File: src/rtl/tdt_pkg.sv
// Package for the dual virtual thumbstick mapper.
// Event kinds, register indexes, sequencer states and reset constants.
// No dependencies.
package tdt_pkg;

    localparam int COORD_BITS_DEF = 12;
    localparam int ID_BITS_DEF    = 8;

    localparam int DW_BITS = 13;
    localparam int MD_BITS = 12;
    localparam int OUT_BITS = 16;

    localparam logic [DW_BITS-1:0] DISPLAY_WIDTH_RST = 13'd1920;
    localparam logic [MD_BITS-1:0] MAX_DISTANCE_RST  = 12'd100;

    // register index is paddr[2]
    localparam logic REG_DISPLAY_WIDTH = 1'b0;
    localparam logic REG_MAX_DISTANCE  = 1'b1;

    // quotient bits produced by the shared divider
    localparam int QUO_BITS = 31;
    localparam int ROOT_BITS = 16;
    // Q1.14 scaling: numerators carry 2*2^14
    localparam int SCALE_SH = 15;

    typedef enum logic [1:0] {
        KIND_PRESS   = 2'd0,
        KIND_MOVE    = 2'd1,
        KIND_RELEASE = 2'd2
    } t_kind;

    typedef enum logic [2:0] {
        S_IDLE,
        S_ABS,
        S_SQ,
        S_LOAD,
        S_DIV,
        S_SQRT,
        S_STORE,
        S_DONE
    } t_back_state;

endpackage

File: src/rtl/tdt_front.sv
// Front end: accepts touch events, tracks stick ownership, centers and positions,
// and pushes a snapshot of both sticks into the queue. Depends on tdt_pkg.
module tdt_front #(
    parameter int COORD_BITS = tdt_pkg::COORD_BITS_DEF,
    parameter int ID_BITS    = tdt_pkg::ID_BITS_DEF,
    parameter int SW         = 8 * COORD_BITS + 2
) (
    input  logic                      i_clk,
    input  logic                      i_rst_n,
    input  logic                      i_valid,
    output logic                      o_ready,
    input  logic [1:0]                i_kind,
    input  logic [ID_BITS-1:0]        i_pointer_id,
    input  logic [COORD_BITS-1:0]     i_pos_x,
    input  logic [COORD_BITS-1:0]     i_pos_y,
    input  logic                      i_batch_end,
    input  logic [tdt_pkg::DW_BITS-1:0] i_display_width,
    input  logic                      i_full,
    output logic                      o_push,
    output logic [SW-1:0]             o_snap
);
    import tdt_pkg::*;

    localparam int CW = COORD_BITS;
    localparam int HW = (CW + 1 > DW_BITS) ? CW + 1 : DW_BITS;

    logic          r_any, n_any;
    logic          r_lown, n_lown, r_rown, n_rown;
    logic [ID_BITS-1:0] r_lid, n_lid, r_rid, n_rid;
    logic [2*CW-1:0] r_lc, n_lc, r_lt, n_lt, r_rc, n_rc, r_rt, n_rt;

    logic [2*CW-1:0] pos;
    logic            left_half;
    logic            lmatch, rmatch;

    assign o_ready = !i_full;
    assign o_push  = i_valid && !i_full;
    assign pos     = {i_pos_x, i_pos_y};
    assign left_half = (HW'(i_pos_x) << 1) < HW'(i_display_width);
    assign lmatch = r_lown && (i_pointer_id == r_lid);
    assign rmatch = r_rown && (i_pointer_id == r_rid);

    always_comb begin
        n_any  = r_any;
        n_lown = r_lown;
        n_rown = r_rown;
        n_lid  = r_lid;
        n_rid  = r_rid;
        n_lc   = r_lc;
        n_lt   = r_lt;
        n_rc   = r_rc;
        n_rt   = r_rt;
        unique case (i_kind)
            KIND_PRESS: begin
                n_any = 1'b1;
                if (left_half && !r_lown) begin
                    n_lown = 1'b1;
                    n_lid  = i_pointer_id;
                    n_lc   = pos;
                    n_lt   = pos;
                end else if (!left_half && !r_rown) begin
                    n_rown = 1'b1;
                    n_rid  = i_pointer_id;
                    n_rc   = pos;
                    n_rt   = pos;
                end
            end
            KIND_MOVE: begin
                if (r_any) begin
                    if (lmatch) n_lt = pos;
                    if (rmatch) n_rt = pos;
                end
            end
            KIND_RELEASE: begin
                n_any = !i_batch_end;
                if (lmatch) begin
                    n_lown = 1'b0;
                    n_lc   = '0;
                    n_lt   = '0;
                end
                if (rmatch) begin
                    n_rown = 1'b0;
                    n_rc   = '0;
                    n_rt   = '0;
                end
            end
            default: begin
            end
        endcase
        // end of batch with nothing held: everything recenters
        if (i_batch_end && !n_any) begin
            n_lc = '0;
            n_lt = '0;
            n_rc = '0;
            n_rt = '0;
        end
    end

    assign o_snap = {n_lc, n_lt, n_rc, n_rt, n_lown, n_rown};

    always_ff @(posedge i_clk) begin
        if (!i_rst_n) begin
            r_any  <= 1'b0;
            r_lown <= 1'b0;
            r_rown <= 1'b0;
            r_lid  <= '0;
            r_rid  <= '0;
            r_lc   <= '0;
            r_lt   <= '0;
            r_rc   <= '0;
            r_rt   <= '0;
        end else if (o_push) begin
            r_any  <= n_any;
            r_lown <= n_lown;
            r_rown <= n_rown;
            r_lid  <= n_lid;
            r_rid  <= n_rid;
            r_lc   <= n_lc;
            r_lt   <= n_lt;
            r_rc   <= n_rc;
            r_rt   <= n_rt;
        end
    end

endmodule

File: src/rtl/tdt_queue.sv
// Two-entry queue of stick snapshots between front and back end.
// Depends on tdt_pkg only for style consistency of parameters.
module tdt_queue #(
    parameter int W = 8 * tdt_pkg::COORD_BITS_DEF + 2
) (
    input  logic         i_clk,
    input  logic         i_rst_n,
    input  logic         i_push,
    input  logic [W-1:0] i_data,
    input  logic         i_pop,
    output logic [W-1:0] o_data,
    output logic         o_full,
    output logic         o_empty
);
    logic [W-1:0] r_mem [2];
    logic         r_wp, r_rp;
    logic [1:0]   r_cnt;

    assign o_full  = (r_cnt == 2'd2);
    assign o_empty = (r_cnt == 2'd0);
    assign o_data  = r_mem[r_rp];

    always_ff @(posedge i_clk) begin
        if (i_push) r_mem[r_wp] <= i_data;
    end

    always_ff @(posedge i_clk) begin
        if (!i_rst_n) begin
            r_wp  <= 1'b0;
            r_rp  <= 1'b0;
            r_cnt <= 2'd0;
        end else begin
            if (i_push) r_wp <= !r_wp;
            if (i_pop)  r_rp <= !r_rp;
            r_cnt <= r_cnt + {1'b0, i_push} - {1'b0, i_pop};
        end
    end

endmodule

File: src/rtl/tdt_back.sv
// Back end: turns a stick snapshot into four Q1.14 components, one at a time,
// with a shared restoring divider and a bit-serial square root. Depends on tdt_pkg.
module tdt_back #(
    parameter int COORD_BITS = tdt_pkg::COORD_BITS_DEF,
    parameter int SW         = 8 * COORD_BITS + 2
) (
    input  logic                        i_clk,
    input  logic                        i_rst_n,
    input  logic [tdt_pkg::MD_BITS-1:0] i_max_distance,
    input  logic                        i_empty,
    input  logic [SW-1:0]               i_snap,
    output logic                        o_pop,
    output logic                        o_out_valid,
    input  logic                        i_out_ready,
    output logic [tdt_pkg::OUT_BITS-1:0] o_left_x,
    output logic [tdt_pkg::OUT_BITS-1:0] o_left_y,
    output logic [tdt_pkg::OUT_BITS-1:0] o_right_x,
    output logic [tdt_pkg::OUT_BITS-1:0] o_right_y,
    output logic                        o_left_active,
    output logic                        o_right_active
);
    import tdt_pkg::*;

    localparam int CW  = COORD_BITS;
    localparam int D2W = 2 * CW + 1;
    localparam int RW  = D2W + 1;
    localparam int NW  = 2 * CW + 30;
    localparam int LW  = (D2W > 2 * MD_BITS) ? D2W : 2 * MD_BITS;
    localparam int NB  = 15;

    t_back_state r_state, n_state;

    logic [SW-1:0]       r_snap;
    logic [1:0]          r_comp;
    logic [CW-1:0]       r_ax, r_ay;
    logic                r_negx, r_negy, r_zero;
    logic [D2W-1:0]      r_d2;
    logic [2*MD_BITS-1:0] r_mdsq;
    logic                r_big;
    logic [D2W-1:0]      r_div;
    logic [RW-1:0]       r_rem;
    logic [QUO_BITS-1:0] r_nlo, r_quo;
    logic [4:0]          r_cnt;
    logic [ROOT_BITS-1:0] r_root;
    logic [3:0]          r_bit;
    logic [OUT_BITS-1:0] r_res [4];
    logic                r_out_valid;
    logic [OUT_BITS-1:0] r_lx, r_ly, r_rx, r_ry;
    logic                r_la, r_ra;

    logic                out_load;
    logic                div_last, sqrt_last;

    // stick select
    logic [2*CW-1:0] c_pt, p_pt;
    logic [CW-1:0]   cx, cy, px, py;
    logic [MD_BITS-1:0] md;
    logic [CW-1:0]   a_sel;
    logic            big_cmp;
    logic [2*CW-1:0] a_sq;
    logic [NW-1:0]   num;
    logic [RW-1:0]   rem_sh, rem_sub;
    logic            ge;
    logic [ROOT_BITS-1:0] trial;
    logic [2*ROOT_BITS-1:0] trial_sq;
    logic [ROOT_BITS:0] root_inc;
    logic [NB-1:0]   nval;
    logic            neg_sel;

    assign md = (i_max_distance == '0) ? MD_BITS'(1) : i_max_distance;

    always_comb begin
        if (r_comp[1]) begin
            c_pt = r_snap[2+4*CW-1 -: 2*CW];
            p_pt = r_snap[2+2*CW-1 -: 2*CW];
        end else begin
            c_pt = r_snap[SW-1 -: 2*CW];
            p_pt = r_snap[2+6*CW-1 -: 2*CW];
        end
    end
    assign cx = c_pt[2*CW-1:CW];
    assign cy = c_pt[CW-1:0];
    assign px = p_pt[2*CW-1:CW];
    assign py = p_pt[CW-1:0];

    assign a_sel   = r_comp[0] ? r_ay : r_ax;
    assign neg_sel = r_comp[0] ? r_negy : r_negx;
    assign big_cmp = LW'(r_d2) > LW'(r_mdsq);
    assign a_sq    = a_sel * a_sel;
    // large vector: T^2 = (a*2^15)^2 over d2; otherwise (a*2^15 + md) over 2*md
    assign num = big_cmp ? {a_sq, 30'd0}
                         : ((NW'(a_sel) << SCALE_SH) + NW'(md));

    assign rem_sh  = {r_rem[RW-2:0], r_nlo[QUO_BITS-1]};
    assign ge      = rem_sh >= {1'b0, r_div};
    assign rem_sub = rem_sh - {1'b0, r_div};
    assign div_last = (r_cnt == 5'(QUO_BITS - 1));

    assign trial     = r_root | (ROOT_BITS'(1) << r_bit);
    assign trial_sq  = trial * trial;
    assign sqrt_last = (r_bit == 4'd0);

    // round: largest n with 2n-1 <= isqrt(T^2/d2)
    assign root_inc = {1'b0, r_root} + (ROOT_BITS + 1)'(1);
    always_comb begin
        if (r_zero)     nval = '0;
        else if (r_big) nval = root_inc[NB:1];
        else            nval = r_quo[NB-1:0];
    end

    always_comb begin
        n_state = r_state;
        unique case (r_state)
            S_IDLE:  if (!i_empty) n_state = S_ABS;
            S_ABS:   n_state = S_SQ;
            S_SQ:    n_state = S_LOAD;
            S_LOAD:  n_state = r_zero ? S_STORE : S_DIV;
            S_DIV:   if (div_last) n_state = r_big ? S_SQRT : S_STORE;
            S_SQRT:  if (sqrt_last) n_state = S_STORE;
            S_STORE: begin
                if (r_comp == 2'd3)      n_state = S_DONE;
                else if (r_comp == 2'd1) n_state = S_ABS;
                else                     n_state = S_LOAD;
            end
            S_DONE:  if (!r_out_valid || i_out_ready) n_state = S_IDLE;
            default: n_state = S_IDLE;
        endcase
    end

    always_comb begin
        o_pop    = (r_state == S_IDLE) && !i_empty;
        out_load = (r_state == S_DONE) && (!r_out_valid || i_out_ready);
    end

    always_ff @(posedge i_clk) begin
        if (!i_rst_n) begin
            r_state     <= S_IDLE;
            r_comp      <= 2'd0;
            r_out_valid <= 1'b0;
        end else begin
            r_state <= n_state;
            if (o_pop) r_comp <= 2'd0;
            else if (r_state == S_STORE) r_comp <= r_comp + 2'd1;
            if (out_load)         r_out_valid <= 1'b1;
            else if (i_out_ready) r_out_valid <= 1'b0;
        end
    end

    always_ff @(posedge i_clk) begin
        if (o_pop) r_snap <= i_snap;
        unique case (r_state)
            S_ABS: begin
                r_zero <= (c_pt == '0);
                r_negx <= px < cx;
                r_negy <= py < cy;
                r_ax   <= (px < cx) ? cx - px : px - cx;
                r_ay   <= (py < cy) ? cy - py : py - cy;
            end
            S_SQ: begin
                r_d2   <= D2W'(r_ax) * D2W'(r_ax) + D2W'(r_ay) * D2W'(r_ay);
                r_mdsq <= md * md;
            end
            S_LOAD: begin
                r_big <= big_cmp;
                r_div <= big_cmp ? r_d2 : D2W'({md, 1'b0});
                r_rem <= RW'(num[NW-1:QUO_BITS]);
                r_nlo <= num[QUO_BITS-1:0];
                r_quo <= '0;
                r_cnt <= '0;
            end
            S_DIV: begin
                r_rem  <= ge ? rem_sub : rem_sh;
                r_quo  <= {r_quo[QUO_BITS-2:0], ge};
                r_nlo  <= {r_nlo[QUO_BITS-2:0], 1'b0};
                r_cnt  <= r_cnt + 5'd1;
                r_root <= '0;
                r_bit  <= 4'(ROOT_BITS - 1);
            end
            S_SQRT: begin
                if ({1'b0, trial_sq} <= (2 * ROOT_BITS + 1)'(r_quo)) r_root <= trial;
                r_bit <= r_bit - 4'd1;
            end
            S_STORE: begin
                r_res[r_comp] <= neg_sel ? (OUT_BITS'(0) - OUT_BITS'(nval))
                                         : OUT_BITS'(nval);
            end
            default: begin
            end
        endcase
        if (out_load) begin
            r_lx <= r_res[0];
            r_ly <= r_res[1];
            r_rx <= r_res[2];
            r_ry <= r_res[3];
            r_la <= r_snap[1];
            r_ra <= r_snap[0];
        end
    end

    assign o_out_valid    = r_out_valid;
    assign o_left_x       = r_lx;
    assign o_left_y       = r_ly;
    assign o_right_x      = r_rx;
    assign o_right_y      = r_ry;
    assign o_left_active  = r_la;
    assign o_right_active = r_ra;

endmodule

File: src/rtl/touch_dual_thumbstick_mapper_top.sv
// Top level of the dual virtual thumbstick mapper: APB registers, front end,
// snapshot queue and back end. Depends on tdt_pkg, tdt_front, tdt_queue, tdt_back.
//
// Each touch event is applied to the stick state in the cycle it is accepted and
// yields one result with both stick vectors in Q1.14. The front end takes an event
// every cycle while the two-entry queue has room; the back end then handles one event
// at a time with its shared 31-step divider and 16-step square root (the root only for
// a vector beyond max_distance, neither for a stick centered at the origin), which work
// through the four components one after the other. Registers: display_width at 0x0,
// max_distance at 0x4.
module touch_dual_thumbstick_mapper_top #(
    parameter int COORD_BITS = tdt_pkg::COORD_BITS_DEF,
    parameter int ID_BITS    = tdt_pkg::ID_BITS_DEF
) (
    input  logic                  i_clk,
    input  logic                  i_rst_n,
    input  logic                  psel,
    input  logic                  penable,
    input  logic                  pwrite,
    input  logic [2:0]            paddr,
    input  logic [31:0]           pwdata,
    output logic [31:0]           prdata,
    output logic                  pready,
    input  logic                  i_in_valid,
    output logic                  o_in_ready,
    input  logic [1:0]            i_kind,
    input  logic [ID_BITS-1:0]    i_pointer_id,
    input  logic [COORD_BITS-1:0] i_pos_x,
    input  logic [COORD_BITS-1:0] i_pos_y,
    input  logic                  i_batch_end,
    output logic                  o_out_valid,
    input  logic                  i_out_ready,
    output logic [tdt_pkg::OUT_BITS-1:0] o_left_x,
    output logic [tdt_pkg::OUT_BITS-1:0] o_left_y,
    output logic [tdt_pkg::OUT_BITS-1:0] o_right_x,
    output logic [tdt_pkg::OUT_BITS-1:0] o_right_y,
    output logic                  o_left_active,
    output logic                  o_right_active
);
    import tdt_pkg::*;

    localparam int SW = 8 * COORD_BITS + 2;

    logic [DW_BITS-1:0] r_display_width;
    logic [MD_BITS-1:0] r_max_distance;
    logic               wr_en;
    logic               push, pop, full, empty;
    logic [SW-1:0]      snap_in, snap_out;

    assign pready = 1'b1;
    assign wr_en  = psel && penable && pwrite;

    always_ff @(posedge i_clk) begin
        if (!i_rst_n) begin
            r_display_width <= DISPLAY_WIDTH_RST;
            r_max_distance  <= MAX_DISTANCE_RST;
        end else if (wr_en) begin
            unique case (paddr[2])
                REG_DISPLAY_WIDTH: r_display_width <= pwdata[DW_BITS-1:0];
                REG_MAX_DISTANCE:  r_max_distance  <= pwdata[MD_BITS-1:0];
                default: begin
                end
            endcase
        end
    end

    always_comb begin
        unique case (paddr[2])
            REG_DISPLAY_WIDTH: prdata = 32'(r_display_width);
            REG_MAX_DISTANCE:  prdata = 32'(r_max_distance);
            default:           prdata = '0;
        endcase
    end

    tdt_front #(
        .COORD_BITS(COORD_BITS),
        .ID_BITS   (ID_BITS),
        .SW        (SW)
    ) u_front (
        .i_clk          (i_clk),
        .i_rst_n        (i_rst_n),
        .i_valid        (i_in_valid),
        .o_ready        (o_in_ready),
        .i_kind         (i_kind),
        .i_pointer_id   (i_pointer_id),
        .i_pos_x        (i_pos_x),
        .i_pos_y        (i_pos_y),
        .i_batch_end    (i_batch_end),
        .i_display_width(r_display_width),
        .i_full         (full),
        .o_push         (push),
        .o_snap         (snap_in)
    );

    tdt_queue #(
        .W(SW)
    ) u_queue (
        .i_clk  (i_clk),
        .i_rst_n(i_rst_n),
        .i_push (push),
        .i_data (snap_in),
        .i_pop  (pop),
        .o_data (snap_out),
        .o_full (full),
        .o_empty(empty)
    );

    tdt_back #(
        .COORD_BITS(COORD_BITS),
        .SW        (SW)
    ) u_back (
        .i_clk         (i_clk),
        .i_rst_n       (i_rst_n),
        .i_max_distance(r_max_distance),
        .i_empty       (empty),
        .i_snap        (snap_out),
        .o_pop         (pop),
        .o_out_valid   (o_out_valid),
        .i_out_ready   (i_out_ready),
        .o_left_x      (o_left_x),
        .o_left_y      (o_left_y),
        .o_right_x     (o_right_x),
        .o_right_y     (o_right_y),
        .o_left_active (o_left_active),
        .o_right_active(o_right_active)
    );

endmodule

File: config.mk
export PLATFORM = sky130hd
export DESIGN_NAME = touch_dual_thumbstick_mapper_top
export DESIGN_NICKNAME = d
export VERILOG_FILES = /design/src/rtl/tdt_pkg.sv /design/src/rtl/tdt_front.sv /design/src/rtl/tdt_queue.sv /design/src/rtl/tdt_back.sv /design/src/rtl/touch_dual_thumbstick_mapper_top.sv
export SDC_FILE = /design/constraint.sdc
export NUM_CORES = 2
export LEC_CHECK = 0
export BUFFER_PORTS_ARGS = -buffer_cell sky130_fd_sc_hd__buf_2
export CORE_MARGIN = 5
export CORE_UTILIZATION = 60
export DETAILED_ROUTE_END_ITERATION = 7
export GPL_TIMING_DRIVEN = 0
export PLACE_DENSITY = 0.81
export SYNTH_ARGS = -nofsm -noshare
export SYNTH_HDL_FRONTEND = slang
export SYNTH_SLANG_ARGS = --single-unit
File: constraint.sdc
create_clock -name i_clk -period 21.8 [get_ports i_clk]
set_input_delay 4.36 -clock i_clk [delete_from_list [all_inputs] [get_ports i_clk]]
set_output_delay 4.36 -clock i_clk [all_outputs]
set_load 0.05 [all_outputs]
* After elaboration in Yosys (flattened, before gate mapping)
Memories as Yosys holds them, arrays and structs flattened. A register that Yosys moved wholly into a read port is not among the register bits. Cells that the tools add are included.
Word-level totals: bits in registers 366, memory bits (writable) 260, input port bits 77, output and inout port bits 101, word-level logic and storage cells 190, memories kept 2
Cells by class: add/subtract/negate cells 14, multipliers 5, order comparisons 6, equality and inequality tests 20, shifts and indexed selects 1, muxes and demuxes 66, bitwise logic cells 4, reduce and logical (&&, ||, !) cells 37
Memory list:
- u_queue.r_mem | depth 2, width 98, rd ports 1, clocked after Yosys merged registers in 1, wr ports 1, line tdt_queue.sv:15 | logic [W-1:0] r_mem [2];
- u_back.r_res | depth 4, width 16, rd ports 4, clocked after Yosys merged registers in 4, wr ports 1, line tdt_back.sv:46 | logic [OUT_BITS-1:0] r_res [4];
Operator list (count):
- 24-bit 2-to-1 mux | 20
- 24-bit case mux with 3 select lines | 2
- 31-bit case mux with 2 select lines | 2
- 12-bit by 12-bit multiplier with 24-bit output | 4
- 24-bit case mux with 2 select lines | 2
- 32-bit case mux with 2 select lines | 1
- 54-bit 2-to-1 mux | 1
- 25-bit case mux with 2 select lines | 1
- 12-bit 2-to-1 mux | 4
- 12-bit subtractor | 4
- 32-bit by 31-bit less-or-equal comparator with 1-bit output | 1
- 16-bit by 16-bit multiplier with 32-bit output | 1
- 16-bit 2-to-1 mux | 2
- 16-bit case mux with 2 select lines | 1
- 15-bit 2-to-1 mux | 2
- 27-bit by 12-bit adder with 28-bit output | 1
- 26-bit by 25-bit greater-or-equal comparator with 1-bit output | 1
- 24-bit by 24-bit adder with 25-bit output | 1
- 25-bit by 24-bit > comparator with 1-bit output | 1
- 25-bit 2-to-1 mux | 1
- 25-bit subtractor | 1
- 24-bit logical NOT | 1
- 12-bit less-than comparator | 2
- 3-bit case mux with 8 select lines | 1
- other kinds (39) | 95

* Logic depth before layout (Yosys ltp)
depth in word-level cells 7, gate-level depth with buffers 39, gate-level depth less buffers 38

* Modules after synthesis
From an unflattened synthesis, not the netlist that was laid out.
Second synthesis, totals: cell total of the unflattened synthesis 5288, area total of the unflattened synthesis 58338.5 µm²
By module, submodules not included:
- tdt_back | times used 1, cells each 4090, area each 43516.7 µm², sequential area each 13362.8 µm²
- tdt_queue | times used 1, cells each 326, area each 7369.6 µm², sequential area each 5985.7 µm²
- tdt_front | times used 1, cells each 729, area each 6109.6 µm², sequential area each 2302.2 µm²
- touch_dual_thumbstick_mapper_top | times used 1, cells each 143, area each 1342.5 µm², sequential area each 500.5 µm²

* Worst setup path before layout
Ideal clock, no wire load.
path type input to output, start point input paddr[2], end point output prdata[1], data arrival time 5.843 ns, required time 17.440 ns, slack 11.597 ns, stages 3, path buffers 2, cells stage by stage clkbuf_1 > clkbuf_1 > o21ai_0
On the way: cells in the longest elaborated chain, start to end 2
Ends and longest elaborated chain:
- start, declared | line touch_dual_thumbstick_mapper_top.sv:20 | input logic [2:0] paddr,
- 1-bit NOT (no source line)
- 32-bit case mux with 2 select lines * | line touch_dual_thumbstick_mapper_top.sv:68 | unique case (paddr[2])
- end, declared | line touch_dual_thumbstick_mapper_top.sv:22 | output logic [31:0] prdata,
Mark *: on every way between the ends. The rest lies on a longest branch, timed or not. The select of a mux whose other input is x is not followed.

* Final worst setup path
start point register u_back.r_bit[2], end point register u_back.r_root[2] (enable)
On the way: cells in the longest elaborated chain, start to end 6
Ends and longest elaborated chain:
- start, declared | line tdt_back.sv:45 | logic [3:0] r_bit;
- start signal, assigned | line tdt_back.sv:177 | r_bit <= 4'(ROOT_BITS - 1);
- start signal, assigned | line tdt_back.sv:181 | r_bit <= r_bit - 4'd1;
- 1-bit by 4-bit left shift with 16-bit output | line tdt_back.sv:99 | assign trial = r_root | (ROOT_BITS'(1) << r_bit);
- 16-bit OR | line tdt_back.sv:99
- net u_back.trial[3] | line tdt_back.sv:64 | logic [ROOT_BITS-1:0] trial;
- 16-bit by 16-bit multiplier with 32-bit output | line tdt_back.sv:100 | assign trial_sq = trial * trial;
- 32-bit by 31-bit less-or-equal comparator with 1-bit output | line tdt_back.sv:180 | if ({1'b0, trial_sq} <= (2 * ROOT_BITS + 1)'(r_quo)) r_root <= trial;
- 2-bit by 1-bit inequality test with 1-bit output (no source line)
- 2-bit AND reduction (no source line)
- end signal, assigned | line tdt_back.sv:180
- end, declared | line tdt_back.sv:44 | logic [ROOT_BITS-1:0] r_root;
The timed path passes the listed nets, and every way through them passes these cells. A chain may end at the register's enable or synchronous reset.

==> impl_results.md <==
* Global route overflow at 0
* Seq cells post-synth at 787
* Ys async rst share at 0%
* Skew final at 30.89 ps
* Final min period at 11,830 ps
* Num rows at between 100 and 150
* Commonest register cell after synthesis: edfxtp_1
* FF-to-FF End: u_back.r_root[2]$_SDFFCE_PN0P_
* GRT Overall Usage at 27.96%
* Most common cell on crit path: inv_1
* Final setup vio count at 0
* CP peak stage delay at slightly below 1000 ps
* CORE AREA at ~98,000 um2
* DR DRC count at 0
* DIE AREA at 105,200 um2
* Starting density of the core at 60.33%
* Ant diodes at 0
* Setup bufs post-CTS at 0
* CTS resizes at 0
* R2R depth at 37
* RSZ-0062 raised after global routing: false
* Worst hold endpoint: o_right_x[14]$_DFFE_PP_
* Startpoint types: register
* Gpl congestion at 0.9418
* Status: complete, no violations
* Root buffer cell: clkbuf_16
* YS warnings at 0
* DR WL/cell at around 21 um
* Commonest cells post-synth: inv_1 (861), edfxtp_1 (637), fa_1 (524)
* Nets at 6,805
* # hold bufs at CTS at 0
* Hold path depth at 0
* Clock Sink Count at 787
* Port Buf Inserts at 121
* Sequential share of the synthesized area at 37.33%
* Antenna violations before repair at 2
* Setup Total Neg Slack at 0 ps
* Mapped Cells at 5,511
* Post-Syn Area at 59,290 um2
* CP Capture Type: register
* Die width at approximately 320 um
* Post-synth EDFFs at 637
* Fillcell total at 7,199
* Clk slew on worst S/H paths at around 80 ps
* Largest area contributor in the netlist: edfxtp_1
* Layout cell share with drive strength beyond 1 at 8.613%
* Iter 0 DRT Violations at 4,480
* R2r setup slk at 9970 ps
* Die height at 324.3 um
* Main area contributors after synthesis: edfxtp_1 (32%), fa_1 (18%), ha_1 (9.7%)
* CP max FO at 16
* Largest net degree at the start of global routing at 57
* Min-delay worst type: reg -> reg
* FF-to-FF Start: u_back.r_bit[2]$_SDFFCE_PN1P_
* Number of CTS-inserted buffers at 83
* Worst-Skew Late Latency at 680 ps
* Slew @ Worst Pin at 1372 ps
* WP data required at 22,100 ps
* Avg Vias per Cell at 5.954
* Maximum clock rate at 0.08450 GHz
* Via Count at 42.30k
* Top-count cell post-synth: inv_1
* Share of the synthesized area in the top cell type at 32.26%
* Hold path startpoint: u_back.r_res[2][14]$_DFFE_PP_
* Vias in the first global route at 43.55k
* Data arrival, critical path at 12,140 ps
* Synth unique cells at 87
* Fin crit share at a little over half
* Critical path class: reg -> reg
* Antenna Nets Post-Route at 0
* Crit-path slowest cell: a21oi_1
* Layout area overhead at 9.098%
* Mean post-synth cell area at between 10 and 15 um2
* Initial DRT Pass Iterations at 6
* Final WL at roughly 150,000 um
* I/O pin cnt at 178
* Slew headroom at 5.911%
* First-pass GRT wire length at 234,900 um
* Max-slew violations at 0
* CTS tree: done
* Max_cap viols at 0
* Post-DP HPWL at 114,700 um
* CTS max path bufs at 3
* Fin. Hold Viols at 0
* H-tree depth at 3
==> placed cells by master, fill, tap and decap left out, types with 32 or more instances in the layout <==
master and count:
and2_1 173, nor2b_1 48, a21oi_1 179, ha_1 458, mux2i_1 150, dfxtp_1 150
nor3_1 32, o21ai_0 145, xnor2_1 113, a22oi_1 52, mux2_2 123, a21o_1 71
buf_2 145, inv_1 860, nor2_1 379, clkbuf_1 228, a22o_1 53, nand3_1 106
clkbuf_16 85, xor2_1 66, edfxtp_1 637, fa_1 524, a221oi_1 44, o31ai_1 67
nand2_1 335, o22ai_1 57
==> logic make-up after synthesis <==
family / synth area share (%)
AND/OR/NAND/NOR: 9.972
buffers and inverters: 7.490
adder cells (fa/ha/maj): 27.38
AO/OA/AOI/OAI: 10.31
flip-flops: 37.33
multiplexers: 4.869
XOR/XNOR: 2.644
other: 0.01267
==> per-layer routing <==
metal / track usage [%] / wire (um) / vias up
li1: - / - / 19140
met2: 46.07 / 69870 / 2046
met1: 36.23 / 57170 / 20683
met4: 12.06 / 7026 / 0
met3: 5.805 / 14150 / 428
met5: 0 / 0 / -
==> critical path: cells and delay by family, from the launching register on <==
family	cells	cell delay, ps
XOR/XNOR	1	240
AND/OR/NAND/NOR	8	2090
buffers and inverters	9	1510
AO/OA/AOI/OAI	11	3600
flip-flops	1	340
adder cells (fa/ha/maj)	8	3680
==> through the flow <==
stage / area (um2) / cells / setup slack (ps) / hold WS, ps / utilization, %
after floorplan: 59350 / 5529 / 11600 / 400.3 / -
final: 64680 / 7104 / 9966 / 402.7 / 65.81
after global routing: 64680 / 7104 / 9241 / 421.2 / 65.81
after detailed placement: 61830 / 6948 / 10090 / 404.5 / 62.92
after CTS: 64680 / 7104 / 10000 / 408.8 / 65.81
after global placement: 61570 / 6937 / 9282 / 400.3 / 62.65
==> final cells by class <==
cell class,instances,area [um2],share of cell area (%)
Timing Repair Buffer,132,825.8,1.277
Clock inverter,58,649.4,1.004
Multi-Input combinational cell,3594,32820,50.75
Buffer,276,1167,1.805
Tap cell,1287,1610,2.490
Clock buffer,98,2196,3.395
Sequential cell,787,22130,34.22
Inverter,872,3276,5.064
==> sequential cells by signal, indices dropped and copies added (netlist names), 8 cells and up <==
signal / count
u_front.r_rid: 8
r_display_width: 13
u_back.r_root: 16
u_back.r_mdsq: 23
u_front.r_lid: 8
u_back.r_div: 25
u_back.r_ax: 12
u_back.r_snap: 98
u_queue.r_mem: 196
u_back.r_res: 64
u_back.r_ay: 12
o_right_x: 16
u_back.r_nlo: 31
u_front.r_lc: 24
o_left_y: 16
u_front.r_lt: 24
r_max_distance: 12
u_back.o_left_x: 15
u_back.r_d2: 25
u_front.r_rt: 24
u_back.r_quo: 31
o_right_y: 16
u_front.r_rc: 24
u_back.r_rem: 25
==> worst max-delay path by stage <==
stage	to	depth (start not counted)	slack, ps	startpoint
detailed placement	u_back.r_root[11]$_SDFFCE_PN0P_	37	10090	u_back.r_bit[2]$_SDFFCE_PN1P_
floorplan	prdata[1]	3	11600	paddr[2]
global placement	u_queue.r_mem[0][83]$_DFFE_PP_	4	9280	i_in_valid
global route	u_back.r_root[0]$_SDFFCE_PN0P_	37	9240	u_back.r_bit[2]$_SDFFCE_PN1P_
CTS	u_back.r_root[2]$_SDFFCE_PN0P_	37	10000	u_back.r_bit[2]$_SDFFCE_PN1P_
finish	u_back.r_root[2]$_SDFFCE_PN0P_	37	9970	u_back.r_bit[2]$_SDFFCE_PN1P_
Power is not shown: default switching activity piles up to over one toggle a cycle in this logic, so the estimate is an artifact.
